## src/rtl/annexb_nal_unit_splitter_assert.svh

```systemverilog
// assertion macros for the annex b nal unit splitter
`ifndef ANNEXB_NAL_UNIT_SPLITTER_ASSERT_SVH
`define ANNEXB_NAL_UNIT_SPLITTER_ASSERT_SVH
`ifndef SYNTH
`define ANB_ASSERT(lbl, prop, msg) \
	lbl: assert property (@(posedge clk) disable iff (!arst_n) (prop)) else $error(msg);
`define ANB_ASSERT_IMPL(lbl, ante, cons, msg) \
	lbl: assert property (@(posedge clk) disable iff (!arst_n) (ante) |-> (cons)) \
		else $error(msg);
`else
`define ANB_ASSERT(lbl, prop, msg)
`define ANB_ASSERT_IMPL(lbl, ante, cons, msg)
`endif
`endif

```

## src/rtl/anb_pkg.sv

```systemverilog
// shared types and constants of the annex b nal unit splitter
`default_nettype none
package anb_pkg;
	localparam int LengthBitsDef = 20;
	localparam int MaxResults    = 5;
	localparam int QueueDepth    = 8;
	localparam int QueueIdxBits  = $clog2(QueueDepth);
	localparam int ResCntBits    = $clog2(MaxResults + 1);

	localparam logic [7:0] FzMask   = 8'h80;
	localparam logic [7:0] IdcMask  = 8'h60;
	localparam logic [7:0] TypeMask = 8'h1f;
	localparam logic [7:0] ByteZero = 8'h00;
	localparam logic [7:0] ByteOne  = 8'h01;
	localparam logic [2:0] CodeSize3 = 3'd3;
	localparam logic [2:0] CodeSize4 = 3'd4;

	typedef struct packed {
		logic [7:0] pbyte;
		logic       first;
		logic       last;
		logic [2:0] code_size;
		logic [7:0] header;
		logic       sync_err;
	} res_t;
endpackage
`default_nettype wire

```

## src/rtl/anb_parse.sv

```systemverilog
// start code detection, delay line and unit state; one input byte per take
`default_nettype none
module anb_parse #(
	parameter int LENGTH_BITS = anb_pkg::LengthBitsDef
) (
	input  logic                   clk,
	input  logic                   arst_n,
	input  logic                   take,
	input  logic [7:0]             data_s1,
	input  logic                   eos_s1,
	output anb_pkg::res_t          res [anb_pkg::MaxResults],
	output logic [LENGTH_BITS-1:0] len [anb_pkg::MaxResults],
	output logic [anb_pkg::ResCntBits-1:0] res_n
);
	import anb_pkg::*;

	localparam logic [LENGTH_BITS:0] LenMax = {1'b0, {LENGTH_BITS{1'b1}}};

	logic [7:0]             held_q [4];
	logic [2:0]             hcnt_q;
	logic                   in_unit_q;
	logic                   err_rep_q;
	logic [2:0]             osize_q;
	logic [7:0]             hdr_q;
	logic                   first_pend_q;
	logic [LENGTH_BITS-1:0] bcnt_q;

	logic [7:0]             w [5];
	logic [2:0]             cnt;
	logic [7:0]             p1, p2, p3;
	logic                   have2, have3;
	logic                   is_one, sc4, sc3, start;
	logic [2:0]             rest, ne;
	logic                   closes;
	logic                   open_h, hunt_err;
	logic [LENGTH_BITS-1:0] base;
	logic [LENGTH_BITS:0]   sum;
	logic [LENGTH_BITS-1:0] satsum;
	logic [7:0]             hdr_eff;

	// window of held bytes plus the new byte, oldest first
	always_comb begin
		for (int i = 0; i < 5; i++) begin
			w[i] = ByteZero;
		end
		p1 = ByteZero;
		p2 = ByteZero;
		p3 = ByteZero;
		have2 = 1'b0;
		have3 = 1'b0;
		cnt = 3'd1;
		case (hcnt_q)
			3'd0: begin
				w[0] = data_s1;
				cnt = 3'd1;
			end
			3'd1: begin
				w[0] = held_q[0];
				w[1] = data_s1;
				cnt = 3'd2;
				p1 = held_q[0];
			end
			3'd2: begin
				w[0] = held_q[0];
				w[1] = held_q[1];
				w[2] = data_s1;
				cnt = 3'd3;
				p1 = held_q[1];
				p2 = held_q[0];
				have2 = 1'b1;
			end
			3'd3: begin
				w[0] = held_q[0];
				w[1] = held_q[1];
				w[2] = held_q[2];
				w[3] = data_s1;
				cnt = 3'd4;
				p1 = held_q[2];
				p2 = held_q[1];
				p3 = held_q[0];
				have2 = 1'b1;
				have3 = 1'b1;
			end
			default: begin
				w[0] = held_q[0];
				w[1] = held_q[1];
				w[2] = held_q[2];
				w[3] = held_q[3];
				w[4] = data_s1;
				cnt = 3'd5;
				p1 = held_q[3];
				p2 = held_q[2];
				p3 = held_q[1];
				have2 = 1'b1;
				have3 = 1'b1;
			end
		endcase
	end

	assign is_one = (data_s1 == ByteOne);
	assign sc4 = have3 && (p3 == ByteZero) && (p2 == ByteZero) && (p1 == ByteZero) && is_one;
	assign sc3 = !sc4 && have2 && (p2 == ByteZero) && (p1 == ByteZero) && is_one;
	assign start = sc4 || sc3;
	assign rest = cnt - (sc4 ? CodeSize4 : CodeSize3);

	always_comb begin
		if (start) begin
			ne = rest;
			closes = 1'b1;
		end else if (eos_s1) begin
			ne = cnt;
			closes = 1'b1;
		end else if (cnt == 3'd5) begin
			ne = 3'd1;
			closes = 1'b0;
		end else begin
			ne = 3'd0;
			closes = 1'b0;
		end
	end

	assign open_h = is_one && (hcnt_q >= 3'd2);
	assign hunt_err = !err_rep_q && !open_h && ((data_s1 != ByteZero) || eos_s1);

	assign base = first_pend_q ? '0 : bcnt_q;
	assign sum = {1'b0, base} + {{(LENGTH_BITS-2){1'b0}}, ne};
	assign satsum = (sum > LenMax) ? LenMax[LENGTH_BITS-1:0] : sum[LENGTH_BITS-1:0];
	assign hdr_eff = first_pend_q ? w[0] : hdr_q;

	always_comb begin
		for (int k = 0; k < MaxResults; k++) begin
			res[k] = '0;
			len[k] = '0;
			if (in_unit_q) begin
				res[k].pbyte = w[k];
				res[k].first = first_pend_q && (k == 0);
				res[k].last = closes && (ne == 3'(k + 1));
				res[k].code_size = osize_q;
				res[k].header = hdr_eff;
				len[k] = res[k].last ? satsum : '0;
			end else if (k == 0) begin
				res[k].sync_err = 1'b1;
			end
		end
		res_n = in_unit_q ? ne : {2'b00, hunt_err};
	end

	always_ff @(posedge clk or negedge arst_n) begin
		if (!arst_n) begin
			for (int i = 0; i < 4; i++) begin
				held_q[i] <= ByteZero;
			end
			hcnt_q <= 3'd0;
			in_unit_q <= 1'b0;
			err_rep_q <= 1'b0;
			osize_q <= CodeSize3;
			hdr_q <= ByteZero;
			first_pend_q <= 1'b1;
			bcnt_q <= '0;
		end else if (take) begin
			if (eos_s1) begin
				// stream ends: back to the reset state
				for (int i = 0; i < 4; i++) begin
					held_q[i] <= ByteZero;
				end
				hcnt_q <= 3'd0;
				in_unit_q <= 1'b0;
				err_rep_q <= 1'b0;
				osize_q <= CodeSize3;
				hdr_q <= ByteZero;
				first_pend_q <= 1'b1;
				bcnt_q <= '0;
			end else if (!in_unit_q) begin
				if (data_s1 == ByteZero) begin
					if (hcnt_q < 3'd3) begin
						hcnt_q <= hcnt_q + 3'd1;
					end
				end else if (open_h) begin
					in_unit_q <= 1'b1;
					hcnt_q <= 3'd0;
					osize_q <= (hcnt_q >= 3'd3) ? CodeSize4 : CodeSize3;
					first_pend_q <= 1'b1;
					bcnt_q <= '0;
				end else begin
					hcnt_q <= 3'd0;
					err_rep_q <= err_rep_q | hunt_err;
				end
			end else begin
				if (first_pend_q && (ne != 3'd0)) begin
					hdr_q <= w[0];
				end
				if (start) begin
					for (int i = 0; i < 4; i++) begin
						held_q[i] <= ByteZero;
					end
					hcnt_q <= 3'd0;
					osize_q <= sc4 ? CodeSize4 : CodeSize3;
					first_pend_q <= 1'b1;
					bcnt_q <= '0;
				end else begin
					if (cnt == 3'd5) begin
						for (int i = 0; i < 4; i++) begin
							held_q[i] <= w[i + 1];
						end
						hcnt_q <= 3'd4;
					end else begin
						for (int i = 0; i < 4; i++) begin
							held_q[i] <= w[i];
						end
						hcnt_q <= cnt;
					end
					first_pend_q <= first_pend_q && (ne == 3'd0);
					if (ne != 3'd0) begin
						bcnt_q <= satsum;
					end
				end
			end
		end
	end
endmodule
`default_nettype wire

```

## src/rtl/anb_resq.sv

```systemverilog
// result queue: takes up to five words per cycle, hands out one unless out_stall holds it
`default_nettype none
module anb_resq #(
	parameter int LENGTH_BITS = anb_pkg::LengthBitsDef
) (
	input  logic                   clk,
	input  logic                   arst_n,
	input  logic [anb_pkg::ResCntBits-1:0] push_n,
	input  anb_pkg::res_t          res [anb_pkg::MaxResults],
	input  logic [LENGTH_BITS-1:0] len [anb_pkg::MaxResults],
	output logic                   space_ok,
	output logic                   out_valid,
	input  logic                   out_stall,
	output anb_pkg::res_t          out_res,
	output logic [LENGTH_BITS-1:0] out_len
);
	import anb_pkg::*;

	localparam int CntBits = QueueIdxBits + 1;

	res_t                   ent_q [QueueDepth];
	logic [LENGTH_BITS-1:0] len_q [QueueDepth];
	logic [QueueIdxBits-1:0] wr_q, rd_q;
	logic [CntBits-1:0]     cnt_q;
	logic                   pop;

	assign out_valid = (cnt_q != '0);
	assign pop = out_valid && !out_stall;
	assign space_ok = (cnt_q <= CntBits'(QueueDepth - MaxResults));
	assign out_res = ent_q[rd_q];
	assign out_len = len_q[rd_q];

	always_ff @(posedge clk) begin
		for (int i = 0; i < QueueDepth; i++) begin
			if ({1'b0, QueueIdxBits'(i) - wr_q} < CntBits'(push_n)) begin
				ent_q[i] <= res[QueueIdxBits'(i) - wr_q];
				len_q[i] <= len[QueueIdxBits'(i) - wr_q];
			end
		end
	end

	always_ff @(posedge clk or negedge arst_n) begin
		if (!arst_n) begin
			wr_q <= '0;
			rd_q <= '0;
			cnt_q <= '0;
		end else begin
			wr_q <= wr_q + QueueIdxBits'(push_n);
			if (pop) begin
				rd_q <= rd_q + QueueIdxBits'(1);
			end
			cnt_q <= cnt_q + CntBits'(push_n) - CntBits'(pop);
		end
	end

`include "annexb_nal_unit_splitter_assert.svh"
	`ANB_ASSERT(a_cnt_bound, cnt_q <= CntBits'(QueueDepth), "result queue overflow")
	`ANB_ASSERT_IMPL(a_push_room, push_n != '0, space_ok, "push without room")
	`ANB_ASSERT(a_ptr_track, (wr_q - rd_q) == cnt_q[QueueIdxBits-1:0], "queue pointers disagree")
endmodule
`default_nettype wire

```

## src/rtl/annexb_nal_unit_splitter.sv

```systemverilog
// top level of the annex b nal unit splitter
`default_nettype none
// Splits an H.264 Annex B byte stream into unit payload bytes, one stream
// byte per input word, start codes stripped. A byte is registered on accept
// and parsed into a result queue of eight words once the queue has room.
// Input is taken while the queue has room for five words: a steady stream
// runs at one byte per cycle while out_stall is low, and an end-of-stream
// flush (up to five words for one byte) holds the input until the queue
// drains to three words. Bytes before the first start code give at most one
// sync_error word and are dropped; end_of_stream returns the block to its
// reset state after its byte.
module annexb_nal_unit_splitter #(
	parameter int LENGTH_BITS = anb_pkg::LengthBitsDef
) (
	input  logic                   clk,
	input  logic                   arst_n,
	input  logic                   in_valid,
	output logic                   in_stall,
	input  logic [7:0]             data_byte,
	input  logic                   end_of_stream,
	output logic                   out_valid,
	input  logic                   out_stall,
	output logic [7:0]             payload_byte,
	output logic                   first_of_unit,
	output logic                   last_of_unit,
	output logic [2:0]             start_code_size,
	output logic                   forbidden_zero,
	output logic [1:0]             reference_idc,
	output logic [4:0]             unit_type,
	output logic [LENGTH_BITS-1:0] unit_length,
	output logic                   sync_error
);
	import anb_pkg::*;

	logic                   valid_s1;
	logic [7:0]             data_s1;
	logic                   eos_s1;
	logic                   space_ok;
	logic                   take;
	res_t                   res [MaxResults];
	logic [LENGTH_BITS-1:0] len [MaxResults];
	logic [ResCntBits-1:0]  res_n;
	logic [ResCntBits-1:0]  push_n;
	res_t                   out_res;
	logic [7:0]             fz_m, idc_m, type_m;

	assign take = valid_s1 && space_ok;
	assign in_stall = valid_s1 && !space_ok;
	assign push_n = take ? res_n : '0;

	always_ff @(posedge clk or negedge arst_n) begin
		if (!arst_n) begin
			valid_s1 <= 1'b0;
		end else if (!in_stall) begin
			valid_s1 <= in_valid;
		end
	end

	always_ff @(posedge clk) begin
		if (in_valid && !in_stall) begin
			data_s1 <= data_byte;
			eos_s1 <= end_of_stream;
		end
	end

	anb_parse #(.LENGTH_BITS(LENGTH_BITS)) u_parse (
		.clk     (clk),
		.arst_n  (arst_n),
		.take    (take),
		.data_s1 (data_s1),
		.eos_s1  (eos_s1),
		.res     (res),
		.len     (len),
		.res_n   (res_n)
	);

	anb_resq #(.LENGTH_BITS(LENGTH_BITS)) u_resq (
		.clk       (clk),
		.arst_n    (arst_n),
		.push_n    (push_n),
		.res       (res),
		.len       (len),
		.space_ok  (space_ok),
		.out_valid (out_valid),
		.out_stall (out_stall),
		.out_res   (out_res),
		.out_len   (unit_length)
	);

	// header fields of the unit's first byte
	assign fz_m = out_res.header & FzMask;
	assign idc_m = out_res.header & IdcMask;
	assign type_m = out_res.header & TypeMask;

	assign payload_byte = out_res.pbyte;
	assign first_of_unit = out_res.first;
	assign last_of_unit = out_res.last;
	assign start_code_size = out_res.code_size;
	assign forbidden_zero = fz_m[7];
	assign reference_idc = idc_m[6:5];
	assign unit_type = type_m[4:0];
	assign sync_error = out_res.sync_err;
endmodule
`default_nettype wire

```

## config.mk

```make
export PLATFORM = sky130hd
export DESIGN_NAME = annexb_nal_unit_splitter
export DESIGN_NICKNAME = d
export VERILOG_FILES = /design/src/rtl/anb_pkg.sv /design/src/rtl/anb_parse.sv /design/src/rtl/anb_resq.sv /design/src/rtl/annexb_nal_unit_splitter.sv
export VERILOG_INCLUDE_DIRS = /design/src /design/src/rtl
export SDC_FILE = /design/constraint.sdc
export NUM_CORES = 1
export LEC_CHECK = 0
export ABC_AREA = 1
export BUFFER_PORTS_ARGS = -buffer_cell sky130_fd_sc_hd__buf_2
export CAP_MARGIN = 0
export CORE_MARGIN = 1
export CORE_UTILIZATION = 40
export CTS_CLUSTER_DIAMETER = 60
export DETAILED_ROUTE_END_ITERATION = 16
export PLACE_DENSITY = 0.52
export SETUP_SLACK_MARGIN = 0.3
export SKIP_CTS_REPAIR_TIMING = 1
export SYNTH_ARGS = -nofsm -noshare
export SYNTH_HDL_FRONTEND = slang
export SYNTH_SLANG_ARGS = --single-unit
export TNS_END_PERCENT = 10
```

## constraint.sdc

```tcl
create_clock -name clk -period 17.2 [get_ports clk]
set_input_delay 2.58 -clock clk [delete_from_list [all_inputs] [get_ports clk]]
set_output_delay 2.58 -clock clk [all_outputs]
set_load 0.02 [all_outputs]
```

---- After elaboration in Yosys (flattened, before gate mapping) ----
Memories as Yosys holds them, arrays and structs flattened.
Index checks and enable logic that the tools add are counted.
word-level totals
  memories kept ........................... 2
  RAM bits ................................ 336
  bits of input ports ..................... 13
  output and inout port bits .............. 44
  register bits ........................... 89
memory list
  memory        depth  width  read ports  clocked after memory_dff  write ports  RTL line        source
  u_resq.ent_q  8      22     1           0                         8            anb_resq.sv:21  res_t ent_q [QueueDepth];
  u_resq.len_q  8      20     1           0                         8            anb_resq.sv:22  logic [LENGTH_BITS-1:0] len_q [QueueDepth];
cells by class
  muxes and demuxes ....................... 140
  order comparisons ....................... 21
  reduce and logical (&&, ||, !) cells .... 52
  bitwise gates (word level) .............. 9
  equal/unequal tests ..................... 17
  add/subtract/negate cells ............... 15
operator list
  kind                                                                     count
  20-bit 2-to-1 mux                                                        34
  22-bit binary-select mux with 3-bit select                               8
  20-bit binary-select mux with 3-bit select                               8
  22-bit 2-to-1 mux                                                        16
  32-bit 2-to-1 mux                                                        4
  21-bit 2-to-1 mux                                                        5
  8-bit one-hot mux with 2 select lines                                    4
  3-bit 2-to-1 mux                                                         17
  8-bit 2-to-1 mux                                                         6
  1-bit 2-to-1 mux                                                         35
  4-bit >= comparator (second input constant)                              8
  8-bit zero test                                                          4
  3-bit inverter with 4-bit output                                         8
  8-bit one-hot mux with 4 select lines                                    1
  3-bit < comparator                                                       8
  8-bit one-hot mux with 3 select lines                                    1
  1-bit logical AND                                                        22
  20-bit by 3-bit adder with 21-bit output                                 1
  21-bit by 20-bit > comparator with 1-bit output (second input constant)  1
  3-bit by 2-bit equality test with 1-bit output (second input constant)   4
  3-bit one-hot mux with 4 select lines                                    1
  4-bit AND reduction                                                      3
  3-bit subtractor (first input constant)                                  4
  3-bit equality test (second input constant)                              3
  other kinds (30)                                                         48

---- Depth between registers and ports, before layout ----
  depth after elaboration ................. 23
  depth in mapped cells ................... 30

---- Modules after synthesis ----
A second synthesis with hierarchy kept.
second synthesis, totals
  cell total of the unflattened synthesis .. 4663
  area, all modules ....................... 31233.7 um2
modules (own cells, without submodules)
  module                    area an instance (um2)  instances  cells each
  anb_resq                  24473.5                 1          3622
  anb_parse                 6409.9                  1          1017
  annexb_nal_unit_splitter  350.3                   1          24

---- Worst setup path before layout ----
Ideal clock, no wire load.
  path kind ............................... register -> register
  start ................................... reg u_parse.hcnt_q[0]
  end ..................................... mem u_resq.ent_q[3][0] (netlist bit) (enable)
  stages on the path, launching flop included .. 24
  required time ........................... 16.747 ns
  arrival ................................. 5.435 ns
  library setup time ...................... 0.453 ns
  buffers on the path ..................... 1
  path slack .............................. 11.312 ns
  cell sequence ........................... dfrtp_1 -> ha_1 -> ha_1 -> buf_2 -> inv_2 -> nand2_1 -> nor2_4 -> o21ai_1 -> nand3_1 -> nor2_1 -> nand2_2 -> ha_1 -> inv_1 -> fa_1 -> inv_1 -> xor2_1 -> inv_1 -> nand2_1 -> nand3_1 -> nand2_1 -> nand2_1 -> ha_1 -> inv_1 -> a21oi_1
RTL lines
  element                   RTL line          source
  start: declaration        anb_parse.sv:20   logic [2:0] hcnt_q;
  start signal: assignment  anb_parse.sv:176  hcnt_q <= hcnt_q + 3'd1;
  start signal: assignment  anb_parse.sv:210  hcnt_q <= cnt;
  end: declaration          anb_resq.sv:21

---- Worst setup path after layout ----
  start ................................... reg u_resq.rd_q[0]
  end ..................................... out unit_length[8]
between the ends
  longest elaborated chain between the ends .. 1
ends and longest elaborated chain
  element                   RTL line                        source
  start: declaration        anb_resq.sv:23                  logic [QueueIdxBits-1:0] wr_q, rd_q;
  start signal: assignment  anb_resq.sv:50                  rd_q <= rd_q + QueueIdxBits'(1);
  memory 8 x 20 bit         --
  end: declaration          annexb_nal_unit_splitter.sv:30  output logic [LENGTH_BITS-1:0] unit_length,
No other way between the ends.

==> out/metrics.json <==
{
  "flow.area_growth_from_synthesis_pct": 11.6,
  "min_delay_path_depth": 2,
  "worst_setup_path_end_kind": "output port",
  "endpoint_with_the_worst_hold_slack": "u_parse.hdr_q[2]",
  "placed_cell_areas_um2": 23500,
  "route.detailed.vias_per_inst": 5.52,
  "first_global_vias": 17800,
  "cpLargestDelayFamily": "buffers and inverters",
  "slowest_stage": "buf_4",
  "floorplan.die_area_um2": 57200,
  "ff2ff_path_depth": 24,
  "yosys_most_used_dff": "edfxtp_1",
  "crit_path_max_fanout": 84,
  "post_layout_nonfiller_instances": 3438,
  "grt_pass1_wl_um": 112000,
  "power_total_mw": 5.95,
  "die-height_um": 239,
  "tightest_slew_ns": 0.946,
  "setup_slack_ns": 10.81,
  "cp-start-kind": "flip-flop",
  "setup_tns_ns": 0,
  "finalSetupViolCount": 0,
  "numPlacedInstances": 3344,
  "initial_utilization_pct": 40.7,
  "status": "finished, final reports clean",
  "drtPass1Iterations": 5,
  "rsz_0062_raised_after_global_routing": "no",
  "timing.setup.critical_path_class": "reg -> out",
  "synth_seq_cells": 416,
  "clock_insertion_delay_at_the_later_pin_of_the_skew_report_ns": 0.60,
  "maxSlewHeadroom_pct": 36.3,
  "synthCells": 2663,
  "ant_nets": 0,
  "syn_avg_cell_area_um2": 8.45,
  "gr-total-overflow": 0,
  "yosysWarningCount": 0,
  "yosys.cell_types.count": 48,
  "ys_async_sr_fraction_pct": 19.0,
  "cts_inserted_buffers": 50,
  "port_buffers": 56,
  "maxSlewViolCount": 0,
  "worst_r2r_endpoint": "u_resq.ent_q[1][13]",
  "grt_antenna_before_repair": 2,
  "clockRootBuffer": "clkbuf_16",
  "crit_path_cell_trace": "inv_4, buf_4, o21ai_0, o22ai_1, nor2_1, a31oi_1, buf_2",
  "cts-htree-levels": 2,
  "globalRouteTotalUtil_pct": 26.3,
  "num_io_pins": 57,
  "nNetsFinal": 2696,
  "dieWidth_um": 239,
  "final_min_period_over_clock_period_pct": 37.2,
  "route.final.wire_length_um": 75200,
  "vdd.ir_drop.worst_mv": 0.164,
  "max_freq_ghz": 0.156,
  "timing.hold.ws_ns": 0.477,
  "grt_start_max_net_pins": 85,
  "post_dr_wirelength_cell_um": 21.9,
  "finalClockSkew_ns": 0.0206,
  "seq_area_frac_synth_pct": 53.8,
  "dr_total_vias": 19000,
  "final_hold_viol_count": 0,
  "drt_iter0_drc": 1701,
  "synth_enable_flop_cells": 337,
  "final_layout_size_suffix_gt1_share_pct": 9.48,
  "fin_area_um2": 25100,
  "post-route-min-period_ns": 6.39,
  "critical_path.max_stage_delay_ns": 0.81,
  "multi_input_area_um2": 8840,
  "cts_num_sinks": 416,
  "register_area_um2": 12100,
  "gp_congestion": 0.925,
  "reg2reg_from": "u_parse.hcnt_q[1]",
  "nFillCells": 5461,
  "critPathArrivalTime_ns": 3.81,
  "total_inserted_antenna_cells": 0,
  "total_leakage_power_nw": 10.2,
  "path_buf_inv": 3,
  "hp-start": "u_parse.hdr_q[2]",
  "hp-class": "reg -> reg",
  "core.rowCount": 86,
  "regToRegSetupSlack_ns": 11.15,
  "power_per_cell_area_nw_per_um2": 237,
  "netlist_area_um2": 22500,
  "tritoncts": "yes",
  "clk_transition_reported_paths_ns": 0.06,
  "fin_util_pct": 45.4,
  "cap_violations": 0,
  "coreArea_um2": 55300,
  "cts_buffer_depth": 3,
  "syn_nets": 2711,
  "dp_hpwl_um": 45500,
  "post-route-drc-count": 0,
  "critical_path_required_ns": 14.62,
  "dp_worst_setup_slack_ns": 11.22
}
-- cell usage after synthesis (all sizes together), types with 3 or more instances --
cell type	n	area, um^2
a32o	6	60.1
a31oi	42	263
o21ai	427	2140
nand4	18	113
clkbuf	128	480
ha	32	400
edfxtp	337	10100
nor2	501	1900
xnor2	3	33.8
nor4	4	31.3
nand3	100	546
a22oi	23	173
o22ai	64	400
nand2	488	1900
inv	250	938
xor2	15	139
or2	4	25.0
o21bai	4	30.0
o31ai	6	45.0
nor3	18	100
buf	38	199
o2111ai	6	52.6
a21oi	55	287
dfrtp	77	1930
clkinv	6	23.8
fa	3	60.1
-- layout make-up --
cell class                 instances  area share [%]
clock buffer                      66            5.47
inverter                         256            3.85
timing repair buffer              99            2.41
multi-input combinational       1825            35.2
sequential                       416            48.2
clock inverter                    28            1.09
tap                              748            3.73
-- metal layers --
layer  share of wire (%)  global-route usage [%]  routed length (um)
met2                  46                    42.7               34700
met3                 6.8                    3.60                5100
met5               0.024                       0                  18
met4                 2.1                    6.53                1590
met1                  45                    37.1               33800
-- kinds of logic (layout without fill, tap and decap cells) --
kind of cell	count (synthesis)	after routing	synth area share [%]
compound gates	638	638	15.5
flops	416	416	53.8
fa+ha+maj	35	35	2.05
xor+xnor	18	18	0.768
simple gates	1134	1134	20.6
buf+inv	422	449	7.30
-- placed cells by master (no fill, tap or decap), types with 3 or more instances in the layout --
cell        Yosys  layout
nor2_1        497     497
nand2_1       463     463
o21ai_0       417     417
edfxtp_1      337     337
inv_1         236     233
nand3_1        91      91
dfrtp_1        77      74
o22ai_1        64      64
buf_2           9      55
clkbuf_16       0      51
a21oi_1        54      46
buf_4           6      44
a31oi_1        42      42
ha_1           32      32
nand2_2        23      23
a22oi_1        23      23
nand4_1        18      18
nor3_1         16      16
inv_2          14      15
xor2_1         14      14
clkinv_1        5      12
clkbuf_1      128      11
clkinv_2        1      10
o21ai_1         9       9
nand3_2         9       9
a21oi_4         1       9
a32o_1          6       6
o2111ai_1       6       6
o31ai_1         6       6
or2_2           4       4
o21bai_1        4       4
inv_6           0       4
bufinv_16       0       4
clkbuf_8        0       4
nor4_1          3       3
fa_1            3       3
clkinvlp_4      0       3
-- registers in the layout, summed over array words and instances (netlist names) --
name and flops:
u_resq.rd_q 3, u_parse.hcnt_q 3, eos_s1 1, valid_s1 1, u_resq.len_q 160, u_parse.held_q 32
u_parse.hdr_q 8, u_resq.ent_q 168, u_resq.wr_q 3, u_parse.first_pend_q 1, data_s1 8, u_parse.in_unit_q 1
u_resq.cnt_q 4, u_parse.osize_q 2, u_parse.err_rep_q 1, u_parse.bcnt_q 20
-- worst max path at each step --
stage | start | end | cells after the start
floorplan | u_parse.hcnt_q[0] | u_resq.ent_q[3][0] | 23
global placement | u_parse.hcnt_q[0] | u_resq.ent_q[1][4] | 22
detailed placement | u_parse.hcnt_q[1] | u_resq.ent_q[1][8] | 24
CTS | u_resq.rd_q[0] | unit_length[8] | 7
global route | u_resq.rd_q[0] | unit_length[1] | 7
finish | u_resq.rd_q[0] | unit_length[8] | 7
-- power breakdown --
group	switching [mW]	internal, mW	leakage (nW)
Sequential	0.183	1.75	4.35
Combinational	2.28	0.678	5.05
Clock	0.437	0.625	0.801
Total	2.90	3.06	10.2
-- worst min-delay path, cell delays in order (launching register included) --
cell	delay, ns
dfrtp_1	0.35
nand2_1	0.05
nand2_1	0.05
No activity file was read; power rests on OpenSTA's default activity.
